$ cat src/rtl/cbm_pkg.sv
// ----------------------------------------------------------------------------
// cbm_pkg - cartridge bank mapper package
// Beat types, opcodes, result kinds and reset values shared by the mapper.
// ----------------------------------------------------------------------------
package cbm_pkg;

	localparam int RAM_DEPTH = 128;

	localparam logic [1:0] OP_CPU_WR = 2'd0;
	localparam logic [1:0] OP_CPU_RD = 2'd1;
	localparam logic [1:0] OP_PPU    = 2'd2;

	localparam logic [2:0] KIND_RAM      = 3'd0;
	localparam logic [2:0] KIND_OPEN     = 3'd1;
	localparam logic [2:0] KIND_PRG      = 3'd2;
	localparam logic [2:0] KIND_CHR      = 3'd3;
	localparam logic [2:0] KIND_PAGE     = 3'd4;
	localparam logic [2:0] KIND_WROTE    = 3'd5;
	localparam logic [2:0] KIND_UNMAPPED = 3'd6;

	localparam logic [7:0] PRG0_RESET = 8'h00;
	localparam logic [7:0] PRG1_RESET = 8'h01;
	localparam logic [7:0] PRG2_RESET = 8'hFE;
	localparam logic [7:0] PRG_FIXED  = 8'hFF;

	localparam logic [15:0] ADDR_PAT_BASE = 16'h7EF0;
	localparam logic [15:0] ADDR_MIRROR   = 16'h7EF6;
	localparam logic [15:0] ADDR_PRG_BASE = 16'h7EFA;
	localparam logic [7:0]  ADDR_RAM_PAGE = 8'h7F;

	localparam logic [0:0] CFG_VARIANT = 1'b0;

	typedef struct packed {
		logic [1:0]  opcode;
		logic [15:0] address;
		logic [7:0]  write_data;
	} req_t;

	typedef struct packed {
		logic [2:0]  result_kind;
		logic [7:0]  read_data;
		logic [20:0] rom_address;
		logic        nametable_page;
	} rsp_t;

	typedef struct packed {
		logic       pat_we;
		logic [2:0] pat_sel;
		logic       mir_we;
		logic       prg_we;
		logic [1:0] prg_sel;
		logic       ram_we;
	} wr_ctl_t;

endpackage

$ cat src/rtl/cartridge_bank_mapper_with_ram.sv
// Path: an accepted request beat passes the input register, decode and the
// output register; one beat per cycle unless rsp_stall holds the output.
// Internal RAM is read at accept with forwarding from the write in flight.
// Reset: bank registers to 00/01/FE and zero, mirroring and variant cleared.
// Internal RAM is not touched by reset and keeps its contents.
// ----------------------------------------------------------------------------
// cartridge_bank_mapper_with_ram - cartridge bank mapper top level
// Bank/mirroring registers, 128-byte internal RAM, APB variant register.
// ----------------------------------------------------------------------------
module cartridge_bank_mapper_with_ram #(
	parameter int RAM_DEPTH = cbm_pkg::RAM_DEPTH
) (
	input  logic          clk,
	input  logic          arst_n,
	input  logic          req_valid,
	output logic          req_stall,
	input  cbm_pkg::req_t req,
	output logic          rsp_valid,
	input  logic          rsp_stall,
	output cbm_pkg::rsp_t rsp,
	input  logic          psel,
	input  logic          penable,
	input  logic          pwrite,
	input  logic [2:0]    paddr,
	input  logic [31:0]   pwdata,
	output logic [31:0]   prdata,
	output logic          pready
);

	localparam int RAM_AW = $clog2(RAM_DEPTH);

	logic             valid_s1;
	cbm_pkg::req_t    req_s1;
	logic [7:0]       rdata_s1;
	logic             rsp_valid_q;
	cbm_pkg::rsp_t    rsp_q;
	logic [7:0]       prg_q [3];
	logic [7:0]       pat_q [6];
	logic             mirror_q;
	logic             variant_q;
	logic [7:0]       ram [RAM_DEPTH];
	cbm_pkg::rsp_t    rsp_d;
	cbm_pkg::wr_ctl_t wr;
	logic             adv;
	logic             fire;
	logic             accept;
	logic [RAM_AW-1:0] rd_idx;
	logic [RAM_AW-1:0] wr_idx;

	assign adv       = !rsp_valid_q || !rsp_stall;
	assign fire      = valid_s1 && adv;
	assign req_stall = valid_s1 && !adv;
	assign accept    = req_valid && !req_stall;
	assign rsp_valid = rsp_valid_q;
	assign rsp       = rsp_q;
	assign rd_idx    = req.address[RAM_AW-1:0];
	assign wr_idx    = req_s1.address[RAM_AW-1:0];

	cbm_xlate u_xlate (
		.req      (req_s1),
		.prg      (prg_q),
		.pat      (pat_q),
		.mirror   (mirror_q),
		.variant  (variant_q),
		.ram_data (rdata_s1),
		.rsp      (rsp_d),
		.wr       (wr)
	);

	always_ff @(posedge clk or negedge arst_n) begin
		if (!arst_n) begin
			valid_s1    <= 1'b0;
			rsp_valid_q <= 1'b0;
		end else begin
			if (!req_stall) begin
				valid_s1 <= req_valid;
			end
			if (adv) begin
				rsp_valid_q <= valid_s1;
			end
		end
	end

	always_ff @(posedge clk) begin
		if (accept) begin
			req_s1 <= req;
			if (fire && wr.ram_we && wr_idx == rd_idx) begin
				rdata_s1 <= req_s1.write_data;
			end else begin
				rdata_s1 <= ram[rd_idx];
			end
		end
		if (fire) begin
			rsp_q <= rsp_d;
		end
	end

	always_ff @(posedge clk) begin
		if (fire && wr.ram_we) begin
			ram[wr_idx] <= req_s1.write_data;
		end
	end

	always_ff @(posedge clk or negedge arst_n) begin
		if (!arst_n) begin
			prg_q[0] <= cbm_pkg::PRG0_RESET;
			prg_q[1] <= cbm_pkg::PRG1_RESET;
			prg_q[2] <= cbm_pkg::PRG2_RESET;
			for (int i = 0; i < 6; i++) begin
				pat_q[i] <= '0;
			end
			mirror_q <= 1'b0;
		end else if (fire) begin
			if (wr.pat_we) begin
				pat_q[wr.pat_sel] <= req_s1.write_data;
			end
			if (wr.mir_we) begin
				mirror_q <= req_s1.write_data[0];
			end
			if (wr.prg_we) begin
				prg_q[wr.prg_sel] <= req_s1.write_data;
			end
		end
	end

	// APB: one register, word 0
	assign pready = 1'b1;
	assign prdata = (paddr[2] == cbm_pkg::CFG_VARIANT) ? {31'b0, variant_q} : '0;

	always_ff @(posedge clk or negedge arst_n) begin
		if (!arst_n) begin
			variant_q <= 1'b0;
		end else if (psel && penable && pwrite && pready
			&& paddr[2] == cbm_pkg::CFG_VARIANT) begin
			variant_q <= pwdata[0];
		end
	end

`ifndef SYNTHESIS
	a_stall_when_blocked: assert property (@(posedge clk) disable iff (!arst_n)
		valid_s1 && rsp_valid_q && rsp_stall |-> req_stall)
		else $error("request not stalled while input stage blocked");

	a_rsp_loads_s1: assert property (@(posedge clk) disable iff (!arst_n)
		fire |=> rsp_valid_q)
		else $error("result beat lost after stage advance");

	a_data_only_ram: assert property (@(posedge clk) disable iff (!arst_n)
		rsp_valid_q && rsp_q.result_kind != cbm_pkg::KIND_RAM |-> rsp_q.read_data == 8'h00)
		else $error("read_data nonzero on non-RAM result");

	a_rom_only_xlate: assert property (@(posedge clk) disable iff (!arst_n)
		rsp_valid_q && rsp_q.result_kind != cbm_pkg::KIND_PRG
		&& rsp_q.result_kind != cbm_pkg::KIND_CHR |-> rsp_q.rom_address == 21'd0)
		else $error("rom_address nonzero on non-ROM result");

	a_page_only_nt: assert property (@(posedge clk) disable iff (!arst_n)
		rsp_valid_q && rsp_q.result_kind != cbm_pkg::KIND_PAGE |-> !rsp_q.nametable_page)
		else $error("nametable_page set on non-page result");
`endif

endmodule

$ cat src/rtl/cbm_xlate.sv
// ----------------------------------------------------------------------------
// cbm_xlate - access decode and address translation
// Turns one bus access into a result beat and register/RAM write strobes.
// ----------------------------------------------------------------------------
module cbm_xlate (
	input  cbm_pkg::req_t    req,
	input  logic [7:0]       prg [3],
	input  logic [7:0]       pat [6],
	input  logic             mirror,
	input  logic             variant,
	input  logic [7:0]       ram_data,
	output cbm_pkg::rsp_t    rsp,
	output cbm_pkg::wr_ctl_t wr
);

	logic [15:0] a;
	logic        in_window;
	logic [2:0]  slot;
	logic [2:0]  pat_idx;
	logic [1:0]  quad;
	logic [1:0]  prg_slot;
	logic [7:0]  bank;

	assign a         = req.address;
	assign in_window = a[15:13] == 3'b011;
	assign slot      = a[12:10];
	assign pat_idx   = slot - 3'd2;
	assign quad      = a[11:10];
	assign prg_slot  = a[14:13];
	assign bank      = (prg_slot == 2'd3) ? cbm_pkg::PRG_FIXED : prg[prg_slot];

	always_comb begin
		rsp = '0;
		rsp.result_kind = cbm_pkg::KIND_UNMAPPED;
		wr = '0;
		wr.pat_sel = a[2:0];
		wr.prg_sel = a[2:1] - 2'd1;
		unique case (req.opcode)
			cbm_pkg::OP_CPU_WR: begin
				if (in_window) begin
					rsp.result_kind = cbm_pkg::KIND_WROTE;
					if (a >= cbm_pkg::ADDR_PAT_BASE && a < cbm_pkg::ADDR_MIRROR) begin
						wr.pat_we = 1'b1;
					end else if (a == cbm_pkg::ADDR_MIRROR) begin
						wr.mir_we = 1'b1;
					end else if (a >= cbm_pkg::ADDR_PRG_BASE && a[15:8] == 8'h7E) begin
						wr.prg_we = 1'b1;
					end else if (a[15:8] == cbm_pkg::ADDR_RAM_PAGE) begin
						wr.ram_we = 1'b1;
					end
				end
			end
			cbm_pkg::OP_CPU_RD: begin
				if (a[15]) begin
					rsp.result_kind = cbm_pkg::KIND_PRG;
					rsp.rom_address = {bank, a[12:0]};
				end else if (a[15:8] == cbm_pkg::ADDR_RAM_PAGE) begin
					rsp.result_kind = cbm_pkg::KIND_RAM;
					rsp.read_data   = ram_data;
				end else if (in_window) begin
					rsp.result_kind = cbm_pkg::KIND_OPEN;
				end
			end
			cbm_pkg::OP_PPU: begin
				if (!a[13]) begin
					rsp.result_kind = cbm_pkg::KIND_CHR;
					if (!slot[2]) begin
						rsp.rom_address = {3'b000, pat[{2'b00, slot[1]}][7:1], a[10:0]};
					end else begin
						rsp.rom_address = {3'b000, pat[pat_idx], a[9:0]};
					end
				end else begin
					rsp.result_kind = cbm_pkg::KIND_PAGE;
					if (variant) begin
						rsp.nametable_page = pat[{2'b00, quad[1]}][7];
					end else if (mirror) begin
						rsp.nametable_page = quad[0];
					end else begin
						rsp.nametable_page = quad[1];
					end
				end
			end
			default: begin
				rsp.result_kind = cbm_pkg::KIND_UNMAPPED;
			end
		endcase
	end

endmodule
$ cat config.mk
export PLATFORM = sky130hd
export DESIGN_NAME = cartridge_bank_mapper_with_ram
export DESIGN_NICKNAME = d
export VERILOG_FILES = /design/src/rtl/cbm_pkg.sv /design/src/rtl/cartridge_bank_mapper_with_ram.sv /design/src/rtl/cbm_xlate.sv
export SDC_FILE = /design/constraint.sdc
export NUM_CORES = 1
export LEC_CHECK = 0
export BUFFER_PORTS_ARGS = -buffer_cell sky130_fd_sc_hd__clkbuf_2
export CORE_ASPECT_RATIO = 0.9
export CORE_UTILIZATION = 40
export DETAILED_ROUTE_END_ITERATION = 6
export PLACE_DENSITY = 0.62
export SETUP_SLACK_MARGIN = 0.2
export SLEW_MARGIN = 20
export SYNTH_ARGS = -nofsm -noshare
export SYNTH_HDL_FRONTEND = slang
export SYNTH_SLANG_ARGS = --single-unit
$ cat constraint.sdc
create_clock -name clk -period 7.11 [get_ports clk]
set_input_delay 1.422 -clock clk [delete_from_list [all_inputs] [get_ports clk]]
set_output_delay 1.422 -clock clk [all_outputs]
set_load 0.05 [all_outputs]
==> results of run 1 <==
metal layers:
| metal | global-route usage [%] | wire length (µm) | vias up |
|---|---|---|---|
| met2 | 28.08 | 50080 | 1021 |
| met5 | 0 | 0 | - |
| met4 | 5.023 | 2763 | 0 |
| li1 | - | - | 9661 |
| met3 | 3.242 | 8799 | 175 |
| met1 | 27.28 | 46970 | 12160 |
critical path: stages:
cell,delay [ns]
sky130_fd_sc_hd__clkbuf_2,0.12
sky130_fd_sc_hd__a21boi_4,0.15
sky130_fd_sc_hd__buf_4,0.39
sky130_fd_sc_hd__nand3_2,0.30
sky130_fd_sc_hd__nor3_1,0.48
sky130_fd_sc_hd__nand3_2,0.94
sky130_fd_sc_hd__nor2_1,1.05
cell usage in the layout, fill, tap and decap left out, types with 8 or more instances in the layout:
cell,count
sky130_fd_sc_hd__bufinv_16,8
sky130_fd_sc_hd__mux2i_1,61
sky130_fd_sc_hd__clkinv_2,27
sky130_fd_sc_hd__mux2_2,94
sky130_fd_sc_hd__o21ai_0,18
sky130_fd_sc_hd__a221oi_1,14
sky130_fd_sc_hd__nand3_1,17
sky130_fd_sc_hd__clkbuf_16,114
sky130_fd_sc_hd__conb_1,32
sky130_fd_sc_hd__nor3_1,17
sky130_fd_sc_hd__inv_1,10
sky130_fd_sc_hd__clkbuf_2,66
sky130_fd_sc_hd__a22oi_1,38
sky130_fd_sc_hd__nand2_1,52
sky130_fd_sc_hd__mux4_2,254
sky130_fd_sc_hd__nand2b_1,10
sky130_fd_sc_hd__clkbuf_1,24
sky130_fd_sc_hd__edfxtp_1,1091
sky130_fd_sc_hd__nor2b_1,19
sky130_fd_sc_hd__nor4_1,14
sky130_fd_sc_hd__a211oi_1,15
sky130_fd_sc_hd__a21oi_1,25
sky130_fd_sc_hd__a22o_1,12
sky130_fd_sc_hd__clkinv_1,23
sky130_fd_sc_hd__and2_1,25
sky130_fd_sc_hd__buf_4,48
sky130_fd_sc_hd__dfstp_2,8
sky130_fd_sc_hd__nor2_1,170
sky130_fd_sc_hd__dfrtp_1,68
sky130_fd_sc_hd__o22ai_1,26
report_power, final:
| group | switching, mW | internal, mW | total (mW) |
|---|---|---|---|
| combinational | 0.542 | 0.236 | 0.778 |
| clock | 2.56 | 3.24 | 5.80 |
| sequential | 0.0333 | 7.56 | 7.59 |
| total | 3.13 | 11.0 | 14.2 |
cells in the mapped netlist, drive strengths merged (8+ instances only):
master  instances  area, µm²
a221oi         16      152.7
inv            10      37.54
mux4          254       5720
buf           120      890.9
o21ai          19      95.09
and2           27      168.9
mux2i          61      610.6
nand2b         10      62.56
o22ai          26      162.7
a211oi         15      112.6
mux2           94       1059
a22o           12      105.1
nor2b          21      131.4
dfrtp          68       1702
nor3           19      111.4
edfxtp       1091      32760
clkbuf         36      135.1
a21oi          25      125.1
nand3          20      105.1
a22oi          38      285.3
dfstp           8      210.2
nor2          178      685.7
nor4           15      100.1
nand2          56      215.2
sequential cells by signal, summed over array words and instances, names as in the netlist:
name,flops
rsp_valid,1
valid_s1,1
prg_q,24
mirror_q,1
variant_q,1
rsp,33
req_s1,26
rdata_s1,8
ram,1024
pat_q,48
through the flow:
| step | instance area, µm² | cells | util, % |
|---|---|---|---|
| after detailed placement | 48220 | 3815 | 41.93 |
| final | 51780 | 4026 | 45.02 |
| after floorplan | 46550 | 2352 | - |
| after CTS | 51780 | 4026 | 45.02 |
| after global placement | 48220 | 3815 | 41.93 |
| after global routing | 51780 | 4026 | 45.02 |
cell type report:
type	instances	area, µm²	share of cell area (%)
flip-flops and latches	1167	34670	66.96
multi-input cells	1019	10850	20.96
clock buffers	138	2943	5.683
well taps	1500	1877	3.624
repair buffers	119	780.7	1.508
clock inverters	73	616.8	1.191
inverters	10	37.54	0.07249
cells by family after synthesis:
family / Yosys count
and+or+nand+nor: 374
buffers and inverters: 166
AOI/OAI and AO/OA: 192
adders and majority gates: 5
xor gates and xnor gates: 7
other: 2
muxes: 409
DFF: 1167
final timing paths:
check / startpoint / to / slack [ns]
max: rsp_stall / ram[87][7] / 2.55
min: pat_q[24] / pat_q[24] / 0.50
max reg2reg: req_s1[19] / ram[87][7] / 2.79
min reg2reg: pat_q[24] / pat_q[24] / 0.50
max in group asynchronous: arst_n / variant_q / 5.57
min in group asynchronous: arst_n / rsp_valid / 0.86
==> results.txt, run 1 <==
----------------------------------------------------
[GRT]
  Largest net degree at the start of global routing ... 93
  Total congestion overflow after global routing ... 0
  Total global-route track usage ... about 18%
  Number of global-route vias before repair ... around 23000
  Number of antenna violations at the first check in global routing ... 0
  First-pass GRT wire length ... 158400 µm

[Synthesis]
  Xor/xnor share of the synthesized area ... less than 1%
  Number of instances in the synthesized netlist ... 2322
  Async SR Flop Fraction ... between 6 and 7%
  Yosys Warn Count ... 0
  Number of enable flip-flop cells after synthesis ... between 1000 and 1500
  Syn Area/Cell ... about 20 µm²
  Combinational family with the most area after synthesis ... multiplexers
  Post-synthesis sequential area ratio ... between 70 and 80%
  Fraction of the mapped netlist area in adder cells ... less than 1%
  Simple logic cell fraction of the synthesized area ... approximately 3.9%
  Number of distinct library cells after synthesis ... 65
  Share of cell area taken by muxes after synthesis ... around 16%
  Summed instance area of the synthesized netlist ... ~0.046 mm²
  FF+latch count, synth ... 1167
  Fraction of the mapped netlist area in compound gates ... roughly 3.0%
  Flip-flop cell with the highest count after synthesis ... sky130_fd_sc_hd__edfxtp_1

[CTS]
  Number of post-CTS setup repair buffers ... 0
  Post_cts resized ... 0
  Clock Latency Late Sink ... 0.69 ns
  Clock buffers created by TritonCTS ... approximately 110
  Hold-fix buffers at CTS ... 0
  Clock Sinks ... approximately 1200
  CTS tree ... done
  H-tree depth reported by CTS ... 3
  Clock root cell ... sky130_fd_sc_hd__clkbuf_16
  Clock-pin slew on the worst setup and hold paths ... 0.06 ns
  Max clock buf depth ... 3

[Detailed routing]
  Vias per std cell ... ~5.7
  Detailed-route DRC error count ... 0
  Number of search-and-repair iterations in the first detailed-routing pass ... 6
  Wirelength per Cell ... around 27 µm
  Number of DRC markers after the initial detailed-route iteration ... 2803
  Remaining antenna violation count after routing ... 0
  Total number of vias ... 23010
  Final WL ... roughly 110000 µm

[Power]
  Ratio of total power to cell area ... ~270 mW/mm²
  Maximum vdd ir drop ... roughly 0.19 mV
  P_leak ... between 15 and 20 nW
  Overall power ... about 14 mW

[Floorplan]
  Die Wd ... between 300 and 400 µm
  Boundary Pins ... 136
  Site row count ... around 120
  Starting density of the core ... about two fifths
  Core Region ... about 0.12 mm²
  Die Y-Extent ... between 300 and 400 µm
  Total Die Area ... approximately 0.12 mm²

[Setup path]
  Worst reg-to-reg path cell count ... 5
  Highest fanout seen on the critical path ... 34
  Crit path required time ... roughly 7.4 ns
  Worst Path Arrival ... roughly 4.9 ns
  Critical Path Source Type ... input pin
  Type of destination of the critical path ... flop
  Critical Setup Path Class ... input pin to flop

[Layout]
  Post-layout net count ... 2503
  Filler instances ... 9594
  Layout cell share with drive strength beyond 1 ... between 20% and 30%
  Area delta synth->final ... 11.52%
  Antenna diode count ... 0

[Timing]
  Post-route worst setup slack ... 2.548 ns
  Actual slew at the worst max-slew pin ... ~1.1 ns
  Final Hold Vio Count ... 0
  Tightest hold margin ... ~0.5 ns
  Slew Limit Fails ... 0
  Rel. slew slack ... approximately a quarter
  Final worst path period share ... roughly 64%
  Setup TNS ... 0 ns
  Final setup vio count ... 0
  Unrepaired setup endpoints after global routing ... no
  Achievable Freq ... 219.2 MHz
  Clock Skews ... approximately 0.031 ns
  Post-layout min period ... roughly 4.6 ns

[Place]
  Worst slack at placement ... around 1.8 ns
  Final HPWL DP ... ~66000 µm
  Final weighted congestion in routability-driven placement ... 0.8249
  Count of input and output buffers ... 70

[Worst hold path]
  HP Class ... flop to flop
  Hold-critical path depth ... 1

[Run]
  Number of violations of the max-capacitance limit ... 0

[Outcome]
  Result of the run ... finished clean

----------------------------------------------------
(Power assumes the default switching activity.)
==> run 2: changes to the inputs <==
--- a/config.mk
+++ b/config.mk
@@ -5,11 +5,12 @@
 export SDC_FILE = /design/constraint.sdc
 export NUM_CORES = 1
 export LEC_CHECK = 0
+export ABC_AREA = 1
 export BUFFER_PORTS_ARGS = -buffer_cell sky130_fd_sc_hd__clkbuf_2
 export CORE_ASPECT_RATIO = 0.9
 export CORE_UTILIZATION = 40
 export DETAILED_ROUTE_END_ITERATION = 6
-export PLACE_DENSITY = 0.62
+export PLACE_DENSITY = 0.64
 export SETUP_SLACK_MARGIN = 0.2
 export SLEW_MARGIN = 20
 export SYNTH_ARGS = -nofsm -noshare
==> constraint.sdc (replaced) <==
create_clock -name clk -period 3.7 [get_ports clk]
set_input_delay 0.74 -clock clk [delete_from_list [all_inputs] [get_ports clk]]
set_output_delay 0.74 -clock clk [all_outputs]
set_load 0.05 [all_outputs]
==> results.txt, run 2 <==
----------------------------------------------------
[Layout]
  Post-layout net count ... approximately 4400
  Most frequent cells in the layout ... sky130_fd_sc_hd__nand2_1 (1379), sky130_fd_sc_hd__edfxtp_1 (1091), sky130_fd_sc_hd__nand3_1 (929)
  Largest register by flop count ... ram
  Layout cell share with drive strength beyond 1 ... a little over a tenth
  Most frequent standard cell in the layout excluding fill and tap cells ... sky130_fd_sc_hd__nand2_1
  Cell area after layout ... between 0.05 and 0.06 mm²
  Area delta synth->final ... 13.80%
  Max reg flops ... roughly 1000

[Place]
  Final HPWL DP ... approximately 70000 µm
  Final weighted congestion in routability-driven placement ... about 0.87
  Cell area reported after detailed placement ... 0.05120 mm²
  Count of input and output buffers ... 70
  Worst slack at placement ... slightly above 0.4 ns

[Floorplan]
  Site row count ... 120
  Total Die Area ... roughly 0.12 mm²
  Boundary Pins ... about 140
  Die Y-Extent ... approximately 330 µm
  Die Wd ... 368.1 µm
  Core Region ... about 0.12 mm²
  Starting density of the core ... 40.46%

[Power]
  Overall power ... ~28 mW
  Maximum vdd ir drop ... between 0.3 and 0.4 mV
  P_leak ... between 15 and 20 nW
  Ratio of total power to cell area ... ~500 mW/mm²

[Synthesis]
  Most repeated cell in the gate-level netlist after synthesis ... sky130_fd_sc_hd__nand2_1
  Number of instances in the synthesized netlist ... 4238
  Post-synthesis sequential area ratio ... 71.88%
  Async SR Flop Fraction ... 6.512%
  FF+latch count, synth ... between 1000 and 1500
  Yosys Warn Count ... 0
  Summed instance area of the synthesized netlist ... between 0.04 and 0.05 mm²
  Number of enable flip-flop cells after synthesis ... around 1100
  Top area cells in the synthesized netlist ... sky130_fd_sc_hd__edfxtp_1 (68%), sky130_fd_sc_hd__nand2_1 (11%), sky130_fd_sc_hd__nand3_1 (9.6%)
  Syn Area/Cell ... ~11 µm²
  Fraction of synthesized cell area taken by the top area cell type ... between 60% and 70%
  Leading area contributor after synthesis ... sky130_fd_sc_hd__edfxtp_1
  Flip-flop cell with the highest count after synthesis ... sky130_fd_sc_hd__edfxtp_1
  Top cell types by occurrence after synthesis ... sky130_fd_sc_hd__nand2_1 (1381), sky130_fd_sc_hd__edfxtp_1 (1091), sky130_fd_sc_hd__nand3_1 (929), sky130_fd_sc_hd__clkbuf_1 (205), sky130_fd_sc_hd__nor2_1 (131)
  Number of distinct library cells after synthesis ... between 40 and 50

[CTS]
  Clock Sinks ... around 1200
  Clock-pin slew on the worst setup and hold paths ... approximately 0.060 ns
  CTS tree ... done
  H-tree depth reported by CTS ... 3
  Max clock buf depth ... 3
  Clock Latency Late Sink ... around 0.7 ns
  Hold-fix buffers at CTS ... 0
  Number of post-CTS setup repair buffers ... 0
  Clock buffers created by TritonCTS ... about 110
  Clock root cell ... sky130_fd_sc_hd__clkbuf_16

[Timing]
  Post-layout min period ... 3.260 ns
  Actual slew at the worst max-slew pin ... between 0.9 and 1 ns
  Clock Skews ... 0.03073 ns
  Tightest hold margin ... 0.1741 ns
  Achievable Freq ... approximately 310 MHz
  Rel. slew slack ... around a third
  Unrepaired setup endpoints after global routing ... no
  Setup TNS ... 0 ns
  Final worst path period share ... about nine tenths
  Final Hold Vio Count ... 0
  Final setup vio count ... 0
  Slew Limit Fails ... 0
  Post-route worst setup slack ... about 0.44 ns

[Detailed routing]
  Total number of vias ... about 32000
  Wirelength per Cell ... between 20 and 25 µm
  Number of search-and-repair iterations in the first detailed-routing pass ... 6
  Remaining antenna violation count after routing ... 0
  Detailed-route DRC error count ... 0
  Final WL ... ~120000 µm
  Vias per std cell ... 5.325
  Number of DRC markers after the initial detailed-route iteration ... approximately 3500

[Setup path]
  Critical Path Source Type ... flop
  Worst Path Arrival ... ~3.7 ns
  Type of destination of the critical path ... flop
  Crit Reg-Reg Startpoint ... req_s1[22]
  Crit path required time ... 4.11 ns
  Setup slack on the worst flop-to-flop path ... about 0.44 ns
  Crit path from ... req_s1[22]
  Destination of the worst register-to-register timing path ... ram[60][5]
  Highest fanout seen on the critical path ... 10
  Worst reg-to-reg path cell count ... 11
  Critical Setup Path Class ... flop to flop

[Worst hold path]
  HP Class ... input pin to async pin

[GRT]
  Total congestion overflow after global routing ... 0
  First-pass GRT wire length ... between 150000 and 200000 µm
  Total global-route track usage ... 19.87%
  Number of global-route vias before repair ... about 30000
  Number of antenna violations at the first check in global routing ... 0
  Largest net degree at the start of global routing ... around 130

[Outcome]
  Result of the run ... finished clean

[Run]
  Number of violations of the max-capacitance limit ... 0

----------------------------------------------------
==> run 2: changes by cell type after synthesis, sizes merged, moves of 41 or more <==
cell	before	now
mux2	94	1
nor3	19	75
nand3	20	935
nand2	56	1390
mux2i	61	0
nor2	178	137
mux4	254	0
inv	10	58
o21ai	19	104
clkbuf	36	205
==> run 2: area by class of cell <==
class                           instances  area [µm²]
Inverter                               62       250.2
Clock buffer                          139        2957
Sequential cell                      1167       34670
Clock inverter                         72       732.0
Tap cell                             1586        1984
Antenna cell                            1       2.502
Fill cell                           10650       64320
Timing Repair Buffer                  247        2091
Multi-Input combinational cell       2748       12210
==> run 2: routing by layer <==
metal	global-route usage [%]	part of all wire [%]	vias up	wire, µm
li1	-	-	15030	-
met1	28.36	43	15580	52770
met2	31.60	47	1247	57500
met3	2.926	7.3	207	8995
met4	5.518	2.6	0	3130
met5	0	0	-	0
==> run 2: cells by family after synthesis <==
| logic type | after synthesis | synth area share, % |
|---|---|---|
| other cells | 2 | 0.01557 |
| flops | 1167 | 71.88 |
| fa+ha+maj | 5 | 0.1297 |
| xor+xnor | 7 | 0.1271 |
| buf+inv | 353 | 3.087 |
| compound gates | 151 | 1.704 |
| simple gates | 2552 | 23.04 |
| mux | 1 | 0.02334 |
==> run 2: worst max-delay path by stage <==
stage | cells past startpoint | slack (ns) | to
final | 11 | 0.44 | ram[60][5]
after CTS | 10 | 0.38 | ram[100][0]
after global routing | 10 | 0.24 | ram[12][6]
after detailed placement | 10 | 0.41 | ram[100][1]
after floorplan | 10 | 0.33 | ram[41][0]
after global placement | 10 | 0.49 | ram[62][0]
==> run 2: power by group <==
| part | internal (mW) | switching, mW |
|---|---|---|
| sequential | 14.6 | 0.0425 |
| clock | 6.58 | 4.92 |
| combinational | 0.455 | 1.61 |
| total | 21.6 | 6.57 |
==> run 2: what timing repair did <==
item,CTS,global route
resized for setup,0,1
endpoints found under the hold margin,0,0
setup endpoints to repair,0,8
==> run 2: critical path, stage by stage (launching register included) <==
cell and delay (ns):
sky130_fd_sc_hd__edfxtp_1 0.58, sky130_fd_sc_hd__nand3_2 0.21, sky130_fd_sc_hd__nor2_2 0.19, sky130_fd_sc_hd__nand3_1 0.15, sky130_fd_sc_hd__nor2_2 0.15, sky130_fd_sc_hd__a21oi_1 0.09
sky130_fd_sc_hd__nand2_2 0.10, sky130_fd_sc_hd__nand2_2 0.09, sky130_fd_sc_hd__nor2_8 0.16, sky130_fd_sc_hd__nand2_2 0.45, sky130_fd_sc_hd__nor2_1 0.55, sky130_fd_sc_hd__buf_4 0.23
==> run 2: stage by stage <==
| stage | cells | utilization (%) |
|---|---|---|
| after floorplan | 4268 | - |
| after global placement | 5810 | 42.95 |
| after detailed placement | 5810 | 42.95 |
| after CTS | 6021 | 46.04 |
| after global routing | 6021 | 46.05 |
| final | 6022 | 46.05 |
